## src/hdl/cubic_spline_segment_sampler_macros.svh

```systemverilog
// assertion macros for the cubic spline segment sampler
// expects clk and rst_n in the scope of the module that uses them
`ifndef CUBIC_SPLINE_SEGMENT_SAMPLER_MACROS_SVH
`define CUBIC_SPLINE_SEGMENT_SAMPLER_MACROS_SVH
`ifndef SYNTHESIS
`define CSS_ASSERT_SAME(lbl, ante, cons) \
    lbl: assert property (@(posedge clk) disable iff (!rst_n) (ante) |-> (cons)) \
        else $error("cubic spline sampler: same-cycle check failed");
`define CSS_ASSERT_NEXT(lbl, ante, cons) \
    lbl: assert property (@(posedge clk) disable iff (!rst_n) (ante) |=> (cons)) \
        else $error("cubic spline sampler: next-cycle check failed");
`else
`define CSS_ASSERT_SAME(lbl, ante, cons)
`define CSS_ASSERT_NEXT(lbl, ante, cons)
`endif
`endif

```

## src/hdl/cssp_pkg.sv

```systemverilog
// shared constants, state and command types of the cubic spline segment sampler
// no dependencies
package cssp_pkg;

    localparam int X_W       = 11;
    localparam int Y_W       = 15;
    localparam int STEP_W    = 11;
    localparam int MAX_SEGMENT_SAMPLES = 64;
    localparam int CNT_W     = $clog2(MAX_SEGMENT_SAMPLES + 1);
    localparam int M_W       = 27;
    localparam int Y_MAX     = 32767;
    localparam int DIV_W     = 64;
    localparam int Q_W       = 36;
    localparam int ITER_W    = 6;
    localparam int CHORD_ITERS = 36;
    localparam int SMP_ITERS = 15;
    localparam int STEP_RESET = 32;
    localparam int ADDR_W    = 3;
    localparam int DATA_W    = 32;
    localparam logic [0:0] REG_SAMPLE_STEP = 1'b0;

    typedef enum logic [4:0] {
        ST_IDLE,
        ST_DECIDE,
        ST_PREP,
        ST_BOTHDUP,
        ST_CH_MUL,
        ST_CH_START,
        ST_CH_WAIT,
        ST_CH_FIN,
        ST_END,
        ST_COEF,
        ST_COEF2,
        ST_COEF3,
        ST_SMP1,
        ST_SMP2,
        ST_SMP3,
        ST_SMP4,
        ST_DIV_WAIT,
        ST_DIV_FIN,
        ST_OUT
    } ctl_state_t;

    typedef enum logic [4:0] {
        OP_NONE,
        OP_LOAD,
        OP_APPEND,
        OP_SHIFT,
        OP_PREP,
        OP_BOTHDUP,
        OP_CH_MUL,
        OP_CH_START,
        OP_CH_FIN,
        OP_END,
        OP_COEF,
        OP_COEF2,
        OP_COEF3,
        OP_SMP1,
        OP_SMP2,
        OP_SMP3,
        OP_SMP4,
        OP_DIV_FIN,
        OP_ADVANCE
    } dp_op_t;

    typedef struct packed {
        dp_op_t op;
        logic   sel;
    } dp_cmd_t;

    typedef struct packed {
        logic held_full;
        logic seg_fwd;
        logic dup0;
        logic dup3;
        logic div_busy;
        logic last_smp;
        logic y_neg;
        logic y_sat;
    } dp_status_t;

endpackage

```

## src/hdl/cssp_ctrl.sv

```systemverilog
// sequencer: walks one control point through window update, tangent setup
// and the sample loop; depends on cssp_pkg
module cssp_ctrl (
    input  logic                 clk,
    input  logic                 rst_n,
    input  logic                 in_valid,
    output logic                 in_ready,
    output logic                 out_valid,
    input  logic                 out_ready,
    input  cssp_pkg::dp_status_t status,
    output cssp_pkg::dp_cmd_t    cmd
);
    import cssp_pkg::*;

    ctl_state_t state_reg, state_next;
    logic       sel_reg, sel_next;

    always_comb
    begin
        state_next = state_reg;
        sel_next   = sel_reg;
        unique case (state_reg)
            ST_IDLE:     if (in_valid) state_next = ST_DECIDE;
            ST_DECIDE:
            begin
                if (!status.held_full || !status.seg_fwd)
                    state_next = ST_IDLE;
                else
                    state_next = ST_PREP;
            end
            ST_PREP:
            begin
                if (status.dup0 && status.dup3)
                    state_next = ST_BOTHDUP;
                else
                begin
                    state_next = ST_CH_MUL;
                    sel_next   = status.dup0;
                end
            end
            ST_BOTHDUP:  state_next = ST_COEF;
            ST_CH_MUL:   state_next = ST_CH_START;
            ST_CH_START: state_next = ST_CH_WAIT;
            ST_CH_WAIT:  if (!status.div_busy) state_next = ST_CH_FIN;
            ST_CH_FIN:
            begin
                if (!sel_reg)
                begin
                    if (status.dup3)
                        state_next = ST_END;
                    else
                    begin
                        state_next = ST_CH_MUL;
                        sel_next   = 1'b1;
                    end
                end
                else if (status.dup0)
                    state_next = ST_END;
                else
                    state_next = ST_COEF;
            end
            ST_END:      state_next = ST_COEF;
            ST_COEF:     state_next = ST_COEF2;
            ST_COEF2:    state_next = ST_COEF3;
            ST_COEF3:    state_next = ST_SMP1;
            ST_SMP1:     state_next = ST_SMP2;
            ST_SMP2:     state_next = ST_SMP3;
            ST_SMP3:     state_next = ST_SMP4;
            ST_SMP4:
            begin
                if (status.y_neg || status.y_sat)
                    state_next = ST_OUT;
                else
                    state_next = ST_DIV_WAIT;
            end
            ST_DIV_WAIT: if (!status.div_busy) state_next = ST_DIV_FIN;
            ST_DIV_FIN:  state_next = ST_OUT;
            ST_OUT:
            begin
                if (out_ready)
                    state_next = status.last_smp ? ST_IDLE : ST_SMP1;
            end
            default:     state_next = ST_IDLE;
        endcase
    end

    always_comb
    begin
        in_ready  = 1'b0;
        out_valid = 1'b0;
        cmd.sel   = sel_reg;
        cmd.op    = OP_NONE;
        unique case (state_reg)
            ST_IDLE:
            begin
                in_ready = 1'b1;
                if (in_valid) cmd.op = OP_LOAD;
            end
            ST_DECIDE:
            begin
                if (!status.held_full)
                    cmd.op = OP_APPEND;
                else if (!status.seg_fwd)
                    cmd.op = OP_SHIFT;
                else
                    cmd.op = OP_PREP;
            end
            ST_PREP:     cmd.op = OP_NONE;
            ST_BOTHDUP:  cmd.op = OP_BOTHDUP;
            ST_CH_MUL:   cmd.op = OP_CH_MUL;
            ST_CH_START: cmd.op = OP_CH_START;
            ST_CH_WAIT:  cmd.op = OP_NONE;
            ST_CH_FIN:   cmd.op = OP_CH_FIN;
            ST_END:      cmd.op = OP_END;
            ST_COEF:     cmd.op = OP_COEF;
            ST_COEF2:    cmd.op = OP_COEF2;
            ST_COEF3:    cmd.op = OP_COEF3;
            ST_SMP1:     cmd.op = OP_SMP1;
            ST_SMP2:     cmd.op = OP_SMP2;
            ST_SMP3:     cmd.op = OP_SMP3;
            ST_SMP4:     cmd.op = OP_SMP4;
            ST_DIV_WAIT: cmd.op = OP_NONE;
            ST_DIV_FIN:  cmd.op = OP_DIV_FIN;
            ST_OUT:
            begin
                out_valid = 1'b1;
                if (out_ready) cmd.op = OP_ADVANCE;
            end
            default:     cmd.op = OP_NONE;
        endcase
    end

    always_ff @(posedge clk or negedge rst_n)
    begin
        if (!rst_n)
        begin
            state_reg <= ST_IDLE;
            sel_reg   <= 1'b0;
        end
        else
        begin
            state_reg <= state_next;
            sel_reg   <= sel_next;
        end
    end

endmodule

```

## config.mk

```make
export PLATFORM = sky130hd
export DESIGN_NAME = cssp_ctrl
export DESIGN_NICKNAME = d
export VERILOG_FILES = /design/src/hdl/cubic_spline_segment_sampler_macros.svh /design/src/hdl/cssp_pkg.sv /design/src/hdl/cssp_ctrl.sv
export SDC_FILE = /design/constraint.sdc
export NUM_CORES = 1
export LEC_CHECK = 0
export BUFFER_PORTS_ARGS = -buffer_cell sky130_fd_sc_hd__buf_4
export CAP_MARGIN = 0
export CORE_MARGIN = 1
export CORE_UTILIZATION = 51
export DETAILED_ROUTE_END_ITERATION = 6
export GPL_TIMING_DRIVEN = 0
export MAX_ROUTING_LAYER = met4
export PLACE_DENSITY = 0.77
export SLEW_MARGIN = 0
export SYNTH_ARGS = -nofsm -noshare
export SYNTH_HDL_FRONTEND = slang
export SYNTH_SLANG_ARGS = --single-unit
```

## constraint.sdc

```tcl
create_clock -name clk -period 2.16 [get_ports clk]
set_input_delay 0.108 -clock clk [delete_from_list [all_inputs] [get_ports clk]]
set_output_delay 0.108 -clock clk [all_outputs]
set_load 0.01 [all_outputs]
```

==> results of run 1 <==
-- worst paths after layout --
| check | start | to | slack (ns) | depth (start not counted) |
|---|---|---|---|---|
| setup / recovery | state_reg[1] | cmd[3] | 0.23 | 6 |
| hold / removal | status[5] | sel_reg | 0.12 | 2 |
| setup reg to reg | state_reg[0] | state_reg[2] | 0.46 | 5 |
| hold reg to reg | sel_reg | sel_reg | 0.57 | 1 |
| max in group asynchronous | rst_n | state_reg[3] | 1.83 | 2 |
| min in group asynchronous | rst_n | state_reg[0] | 0.19 | 2 |
-- layout make-up --
class | instances | area (µm²)
Inverter | 4 | 15.01
Tap cell | 15 | 18.77
Clock buffer | 3 | 22.52
Timing Repair Buffer | 20 | 152.6
Fill cell | 128 | 391.6
Multi-Input combinational cell | 78 | 535.5
Sequential cell | 6 | 150.1
Buffer | 11 | 63.81
-- cell usage after synthesis, types with 3 or more instances --
library cell	count	share of area, %
a21oi_1	7	4.6
buf_2	6	3.9
dfrtp_1	6	20
inv_1	4	2.0
nand2_1	8	3.9
nand2b_1	5	4.1
nand3_1	5	3.3
nand3b_1	3	2.9
nor2_1	8	3.9
nor2b_1	4	3.3
o21ai_0	4	2.6
-- metal layers --
layer | global-route usage [%] | wire length, µm | part of all wire [%]
met5 | - | 0 | 0
met2 | 44.84 | 898 | 45
met3 | 8.696 | 164 | 8.2
met1 | 35.00 | 875 | 44
met4 | 11.67 | 66 | 3.3
-- where the power goes --
part / total (mW) / internal (mW) / switching [mW]
sequential: 0.211 / 0.165 / 0.0451
combinational: 1.10 / 0.536 / 0.560
clock: 0.114 / 0.0635 / 0.0505
-- cells by family after synthesis --
family	Yosys count	synth area share [%]
AO/OA/AOI/OAI	31	30.61
AND/OR/NAND/NOR	42	31.75
multiplexers	4	6.547
XOR/XNOR	1	1.146
flip-flops	6	19.64
buffers and inverters	15	10.31
-- timing repair --
action / CTS / global route
hold buffers: 1 / 0
setup endpoints to repair: 0 / 0
endpoints found under the hold margin: 6 / 0
-- worst max-delay path, delay by kind of cell (launching register included) --
| family | cells | cell delay, ns |
|---|---|---|
| flip-flops | 1 | 0.38 |
| AO/OA/AOI/OAI | 2 | 0.22 |
| AND/OR/NAND/NOR | 1 | 0.18 |
| buffers and inverters | 3 | 0.77 |
-- placed cells by master, fill, tap and decap left out, types with 2 or more instances in the layout --
master      n
buf_4      21
nor2_1      8
nand2_1     8
a21oi_1     7
buf_2       6
dfrtp_1     6
nand2b_1    5
nand3_1     5
nor2b_1     4
inv_1       4
o21ai_0     4
nand3b_1    3
clkbuf_4    3
buf_1       2
mux2i_1     2
o32ai_1     2
nor3_1      2
o2bb2ai_1   2
o211ai_1    2
nor3b_1     2
a211o_1     2
mux2_4      2
o21a_1      2
o22a_1      2
==> flow_metrics.tcl, run 1 <==
set metrics [dict create \
    powerDensity_nw_per_um2 1482 \
    cts_tree "done" \
    critPathKind "flip-flop to primary output" \
    die_y_um 40.72 \
    viasPerCell 6.190 \
    min_path_type "primary input to flip-flop" \
    numClockSinks 6 \
    nets 136 \
    syn_area_per_cell_um2 7.722 \
    fmax_mhz 519.0 \
    slew_violations 0 \
    setup_viol 0 \
    routed_wl_um 2004 \
    grt_max_degree 11 \
    min_period_ns 1.927 \
    dp_hpwl_um 1524 \
    fin_util_pct 70.99 \
    timing.final.ws_setup_ns 0.2331 \
    cts_buffers 3 \
    yosysUniqueCellTypes 38 \
    worst_ir_drop_vdd_mv 1.031 \
    ys_ff_latch 6 \
    holdWs_ns 0.1246 \
    io_pins 20 \
    placed_area_um2 925.9 \
    ctsResizeCount 0 \
    critical_path.cell_chain "buf_2 > buf_1 > nor2b_1 > o21ai_0 > a21oi_1 > buf_4" \
    grt_first_pass_wirelength_um 2925 \
    syn2layout_area_growth_pct 25.37 \
    drt_iter0_drc 19 \
    drc 0 \
    status "finished clean" \
    path_clk_slew_ns 0.06 \
    vias 848 \
    power_mw 1.421 \
    first_global_vias 643 \
    hold_viol 0 \
    leakage_nw 0.4307 \
    worstPathRequired_ns 2.05 \
    slowest_stage "buf_1" \
    cap_viol_max_count 0 \
    antenna_cells 0 \
    async_reset_ff_share_pct 100.0 \
    final_cells 137 \
    synth_edf_count 0 \
    wl_per_cell_um 14.63 \
    cp-end-kind "primary output" \
    dieArea_um2 1658 \
    syn_area_um2 764.5 \
    rows 13 \
    rsz0062_at_grt "false" \
    fin_area_um2 958.4 \
    clockBufferDepth 2 \
    yosysWarnings 0 \
    drt-pass1-iter-count 4 \
    dp_slack_ns 0.4858 \
    clkLatencyLatePin_ns 0.27 \
    fin_crit_sh_pct 89.21 \
    crit_path_start_kind "flip-flop" \
    synth_nets 111 \
    core_um2 1350 \
    postCtsSetupBuffers 0 \
    cts_root_buffer "clkbuf_4" \
    htreeDepth 1 \
    dp_cells 133 \
    io_buffers 19 \
    netlist_instances 99 \
    die_w_um 40.72 \
    drive_gt1_share_pct 29.51 \
    start_util_pct 56.63 \
    overflow 0 \
    cp_max_fo 10 \
    critPathMaxStageDelay_ns 0.40 \
    antenna_found_initial 0 \
    tightest_slew_ns 0.4597 \
    crit_arrival_ns 1.82 \
    routabilityCongestion 0.8443 \
    synth-main-ff-cell "dfrtp_1" \
    grtUsageTotal_pct 28.97 \
    fin_setup_tns_ns 0 \
    maxSlewHeadroom_pct 69.35 \
    ys_seq_area_share_pct 19.64 \
    postRouteAntennaNets 0 \
    final.setup_skew_ns 0.02151 \
    largest_reg_flops 5 \
]
No activity file was read; power rests on OpenSTA's default activity.
==> run 2, diff against run 1 <==
--- a/config.mk
+++ b/config.mk
@@ -7,12 +7,14 @@
 export LEC_CHECK = 0
 export BUFFER_PORTS_ARGS = -buffer_cell sky130_fd_sc_hd__buf_4
 export CAP_MARGIN = 0
+export CELL_PAD_IN_SITES_DETAIL_PLACEMENT = 1
+export CELL_PAD_IN_SITES_GLOBAL_PLACEMENT = 2
 export CORE_MARGIN = 1
-export CORE_UTILIZATION = 51
+export CORE_UTILIZATION = 29
 export DETAILED_ROUTE_END_ITERATION = 6
 export GPL_TIMING_DRIVEN = 0
 export MAX_ROUTING_LAYER = met4
-export PLACE_DENSITY = 0.77
+export PLACE_DENSITY_LB_ADDON = 0.1
 export SLEW_MARGIN = 0
 export SYNTH_ARGS = -nofsm -noshare
 export SYNTH_HDL_FRONTEND = slang
==> flow_metrics.tcl, run 2 (synthesis gave the netlist of run 1 again) <==
set metrics [dict create \
    status "finished clean" \
    start_util_pct 30.86 \
    syn2layout_area_growth_pct 27.82 \
    cts_root_buffer "clkbuf_4" \
    drt_iter0_drc 5 \
    worstReg2RegStart "state_reg[2]" \
    layout_commonest_cell "buf_4" \
    antenna_found_initial 0 \
    dieArea_um2 2846 \
    io_pins 20 \
    slew_violations 0 \
    leakage_nw 0.4307 \
    maxSlewHeadroom_pct 65.64 \
    numClockSinks 6 \
    final.setup_skew_ns 0.001791 \
    critPathKind "flip-flop to primary output" \
    overflow 0 \
    tightest_slew_ns 0.5154 \
    fin_area_um2 977.2 \
    antenna_cells 0 \
    timing.final.ws_setup_ns 0.2444 \
    drive_gt1_share_pct 29.51 \
    fin_crit_sh_pct 88.68 \
    drc 0 \
    drt-pass1-iter-count 5 \
    hold_start "status[5]" \
    core_um2 2477 \
    rows 18 \
    worstPathRequired_ns 2.05 \
    min_period_ns 1.916 \
    cts_buffers 3 \
    largest_reg_flops 5 \
    r2r_slack_ns 0.44 \
    clockBufferDepth 2 \
    dp_hpwl_um 1898 \
    hold_viol 0 \
    path_clk_slew_ns 0.05 \
    layout_common_cells "21 x buf_4, 8 x nor2_1, 8 x nand2_1" \
    worst_ir_drop_vdd_mv 0.5133 \
    fin_setup_tns_ns 0 \
    cap_viol_max_count 0 \
    viasPerCell 5.605 \
    fin_util_pct 39.44 \
    postCtsSetupBuffers 0 \
    powerDensity_nw_per_um2 1476 \
    placed_area_um2 944.7 \
    postRouteAntennaNets 0 \
    vias 852 \
    htreeDepth 1 \
    first_global_vias 828 \
    die_y_um 53.35 \
    crit_path_start_kind "flip-flop" \
    dp_slack_ns 0.4476 \
    io_buffers 19 \
    power_mw 1.443 \
    rsz0062_at_grt "false" \
    clkLatencyLatePin_ns 0.24 \
    grt_first_pass_wirelength_um 3981 \
    holdWs_ns 0.1314 \
    fmax_mhz 522.0 \
    min_path_type "primary input to flip-flop" \
    wl_per_cell_um 15.96 \
    cp-end-kind "primary output" \
    routed_wl_um 2426 \
    dp_cells 148 \
    grtUsageTotal_pct 20.18 \
    crit_arrival_ns 1.81 \
    nets 136 \
    setup_viol 0 \
    die_w_um 53.35 \
    ctsResizeCount 0 \
    crit_path_start "state_reg[1]" \
    routabilityCongestion 0.8097 \
    grt_max_degree 11 \
    final_cells 152 \
    cts_tree "done" \
    cp_max_fo 10 \
]
run 2: critical path: stages, from the launching register on:
cell	delay, ns
dfrtp_1	0.38
buf_2	0.23
buf_1	0.40
nor2b_1	0.19
o21ai_0	0.09
a21oi_1	0.13
buf_4	0.14
run 2: worst paths after layout:
check | depth (start not counted) | endpoint
hold reg to reg | 1 | sel_reg
setup / recovery | 6 | cmd[3]
setup reg to reg | 5 | state_reg[2]
hold / removal | 2 | sel_reg
max in group asynchronous | 2 | state_reg[1]
min in group asynchronous | 2 | sel_reg
run 2: timing repair:
item                                    4_1_cts  5_1_grt
hold buffers                                  1        0
hold endpoints to repair                      6        0
endpoints found under the setup margin        0        0
run 2: report_power, final:
part / switching [mW] / internal [mW] / total [mW] / leakage [nW]
Combinational: 0.594 / 0.536 / 1.13 / 0.342
Sequential: 0.0425 / 0.165 / 0.208 / 0.0750
Clock: 0.0410 / 0.0629 / 0.104 / 0.0138
Total: 0.678 / 0.765 / 1.44 / 0.431
run 2: metal layers:
metal	vias to the layer above	wire length, µm	GRT usage (%)
met5	-	0	-
met4	0	21	4.825
met3	4	55	4.023
met2	13	1201	33.75
met1	423	1147	24.62
li1	412	-	-
run 2: area by class of cell:
cell class	count	area [µm²]
Inverter	4	15.01
Timing Repair Buffer	20	152.6
Clock buffer	3	22.52
Tap cell	30	37.54
Sequential cell	6	150.1
Multi-Input combinational cell	78	535.5
Fill cell	336	1500
Buffer	11	63.81
==> run 3, diff against run 2 <==
--- a/config.mk
+++ b/config.mk
@@ -11,10 +11,12 @@
 export CELL_PAD_IN_SITES_GLOBAL_PLACEMENT = 2
 export CORE_MARGIN = 1
 export CORE_UTILIZATION = 29
+export CTS_CLUSTER_SIZE = 14
 export DETAILED_ROUTE_END_ITERATION = 6
 export GPL_TIMING_DRIVEN = 0
 export MAX_ROUTING_LAYER = met4
 export PLACE_DENSITY_LB_ADDON = 0.1
+export RECOVER_POWER = 100
 export SLEW_MARGIN = 0
 export SYNTH_ARGS = -nofsm -noshare
 export SYNTH_HDL_FRONTEND = slang
==> flow_metrics.tcl, run 3 (synthesis gave the netlist of run 1 again) <==
set metrics [dict create \
    swShare_pct 48.68 \
    cts_root_buffer "clkbuf_4" \
    clkLatencyLatePin_ns 0.24 \
    dieArea_um2 2846 \
    powerDensity_nw_per_um2 1430 \
    nets 136 \
    rsz0062_at_grt "false" \
    antenna_cells 0 \
    vias 842 \
    cts_hold_buf 1 \
    power_mw 1.351 \
    first_global_vias 828 \
    dp_hpwl_um 1898 \
    power_frac_seq_pct 15.1 \
    min_period_ns 1.992 \
    wl_per_cell_um 15.70 \
    grt_max_degree 11 \
    routabilityCongestion 0.8097 \
    postRouteAntennaNets 0 \
    cts_buffers 3 \
    worstPathRequired_ns 2.05 \
    layout_commonest_cell "buf_4" \
    postCtsSetupBuffers 0 \
    grt_first_pass_wirelength_um 3981 \
    routed_wl_um 2386 \
    cp_max_fo 10 \
    htreeDepth 1 \
    gr-max-usage-layer "met2" \
    multiInputGateArea_um2 519.2 \
    final.setup_skew_ns 0.001717 \
    cap_viol_max_count 0 \
    crit_path_start_kind "flip-flop" \
    clkPwrFrac_pct 7.7 \
    grtUsageTotal_pct 20.18 \
    clockBufferDepth 2 \
    layout_common_cells "16 x buf_4, 8 x nor2_1, 8 x nand2_1" \
    maxSlewHeadroom_pct 65.07 \
    io_pins 20 \
    p_switching_mw 0.6576 \
    fin_setup_tns_ns 0 \
    register_area_um2 150.1 \
    path_clk_slew_ns 0.05 \
    cp-end-kind "primary output" \
    core_um2 2477 \
    syn2layout_area_growth_pct 23.57 \
    grt_use_met1_pct 24.62 \
    drive_gt1_share_pct 23.77 \
    leakage_nw 0.3987 \
    grt_util_met2_pct 33.75 \
    setup_viol 0 \
    status "finished clean" \
    p_comb_share_pct 77.2 \
    cts_tree "done" \
    drt_iter0_drc 6 \
    worst_ir_drop_vdd_mv 0.5169 \
    crit_arrival_ns 1.88 \
    overflow 0 \
    ctsResizeCount 0 \
    start_util_pct 30.86 \
    tightest_slew_ns 0.5240 \
    min_path_type "primary input to flip-flop" \
    nFillCells 342 \
    fin_area_um2 944.7 \
    rows 18 \
    largest_reg_flops 5 \
    drc 0 \
    fmax_mhz 502.0 \
    die_y_um 53.35 \
    antenna_found_initial 0 \
    io_buffers 19 \
    fin_crit_sh_pct 92.23 \
    die_w_um 53.35 \
    viasPerCell 5.539 \
    hold_viol 0 \
    p_int_mw 0.6933 \
    drt-pass1-iter-count 4 \
    gr-usage-met3_pct 4.023 \
    placed_area_um2 944.7 \
    numClockSinks 6 \
    critPathKind "flip-flop to primary output" \
    slew_violations 0 \
]
## run 3: changes by cell type in the layout (fill, tap and decap cells not counted), moves of 2 or more
cell	before	now
buf_4	21	16
mux2_4	2	0
clkbuf_1	0	6
mux2_1	0	2
## run 3: cell type report
| cell class | count | area share [%] |
|---|---|---|
| Buffer | 11 | 6.623 |
| Clock buffer | 3 | 2.384 |
| Inverter | 4 | 1.589 |
| Multi-Input combinational cell | 78 | 54.97 |
| Sequential cell | 6 | 15.89 |
| Tap cell | 30 | 3.974 |
| Timing Repair Buffer | 20 | 14.57 |
## run 3: layer usage
metal,vias to the layer above,routed length (µm)
met3,4,71
met4,0,21
li1,413,-
met1,406,1089
met2,19,1203
met5,-,0
## run 3: worst max-delay path: stages (launching register included)
cell	delay, ns
dfrtp_1	0.41
clkbuf_1	0.35
nand3b_1	0.20
o21ai_0	0.08
and2_0	0.20
a221o_1	0.27
buf_4	0.14
## run 3: power by group through the flow
| stage | combinational [mW] | sequential (mW) | clock (mW) |
|---|---|---|---|
| after floorplan | 0.801 | 0.200 | 0 |
| after global placement | 1.12 | 0.212 | 0 |
| after detailed placement | 1.13 | 0.211 | 0 |
| after CTS | 1.13 | 0.209 | 0.107 |
| after global routing | 1.15 | 0.212 | 0.114 |
| final | 1.04 | 0.204 | 0.104 |
## run 3: worst paths after layout
check	end	cells past startpoint	start	slack, ns
worst max register to register	state_reg[1]	5	state_reg[2]	0.31
worst min register to register	sel_reg	1	sel_reg	0.58
min in group asynchronous	sel_reg	2	rst_n	0.27
max in group asynchronous	state_reg[1]	2	rst_n	1.64
worst min-delay path	sel_reg	2	status[5]	0.13
worst max-delay path	cmd[1]	6	state_reg[2]	0.17
## run 3: metrics by stage
step / setup slack, ns / hold slack (ns) / util [%] / cells
2_1_floorplan: 0.5878 / -0.1876 / - / 99
3_5_place_dp: 0.4476 / -0.08018 / 38.13 / 148
6_report: 0.1678 / 0.1313 / 38.13 / 152
4_1_cts: 0.2038 / 0.1304 / 39.44 / 152
3_3_place_gp: 0.4704 / -0.08534 / 38.13 / 148
5_1_grt: 0.03377 / 0.1459 / 38.13 / 152
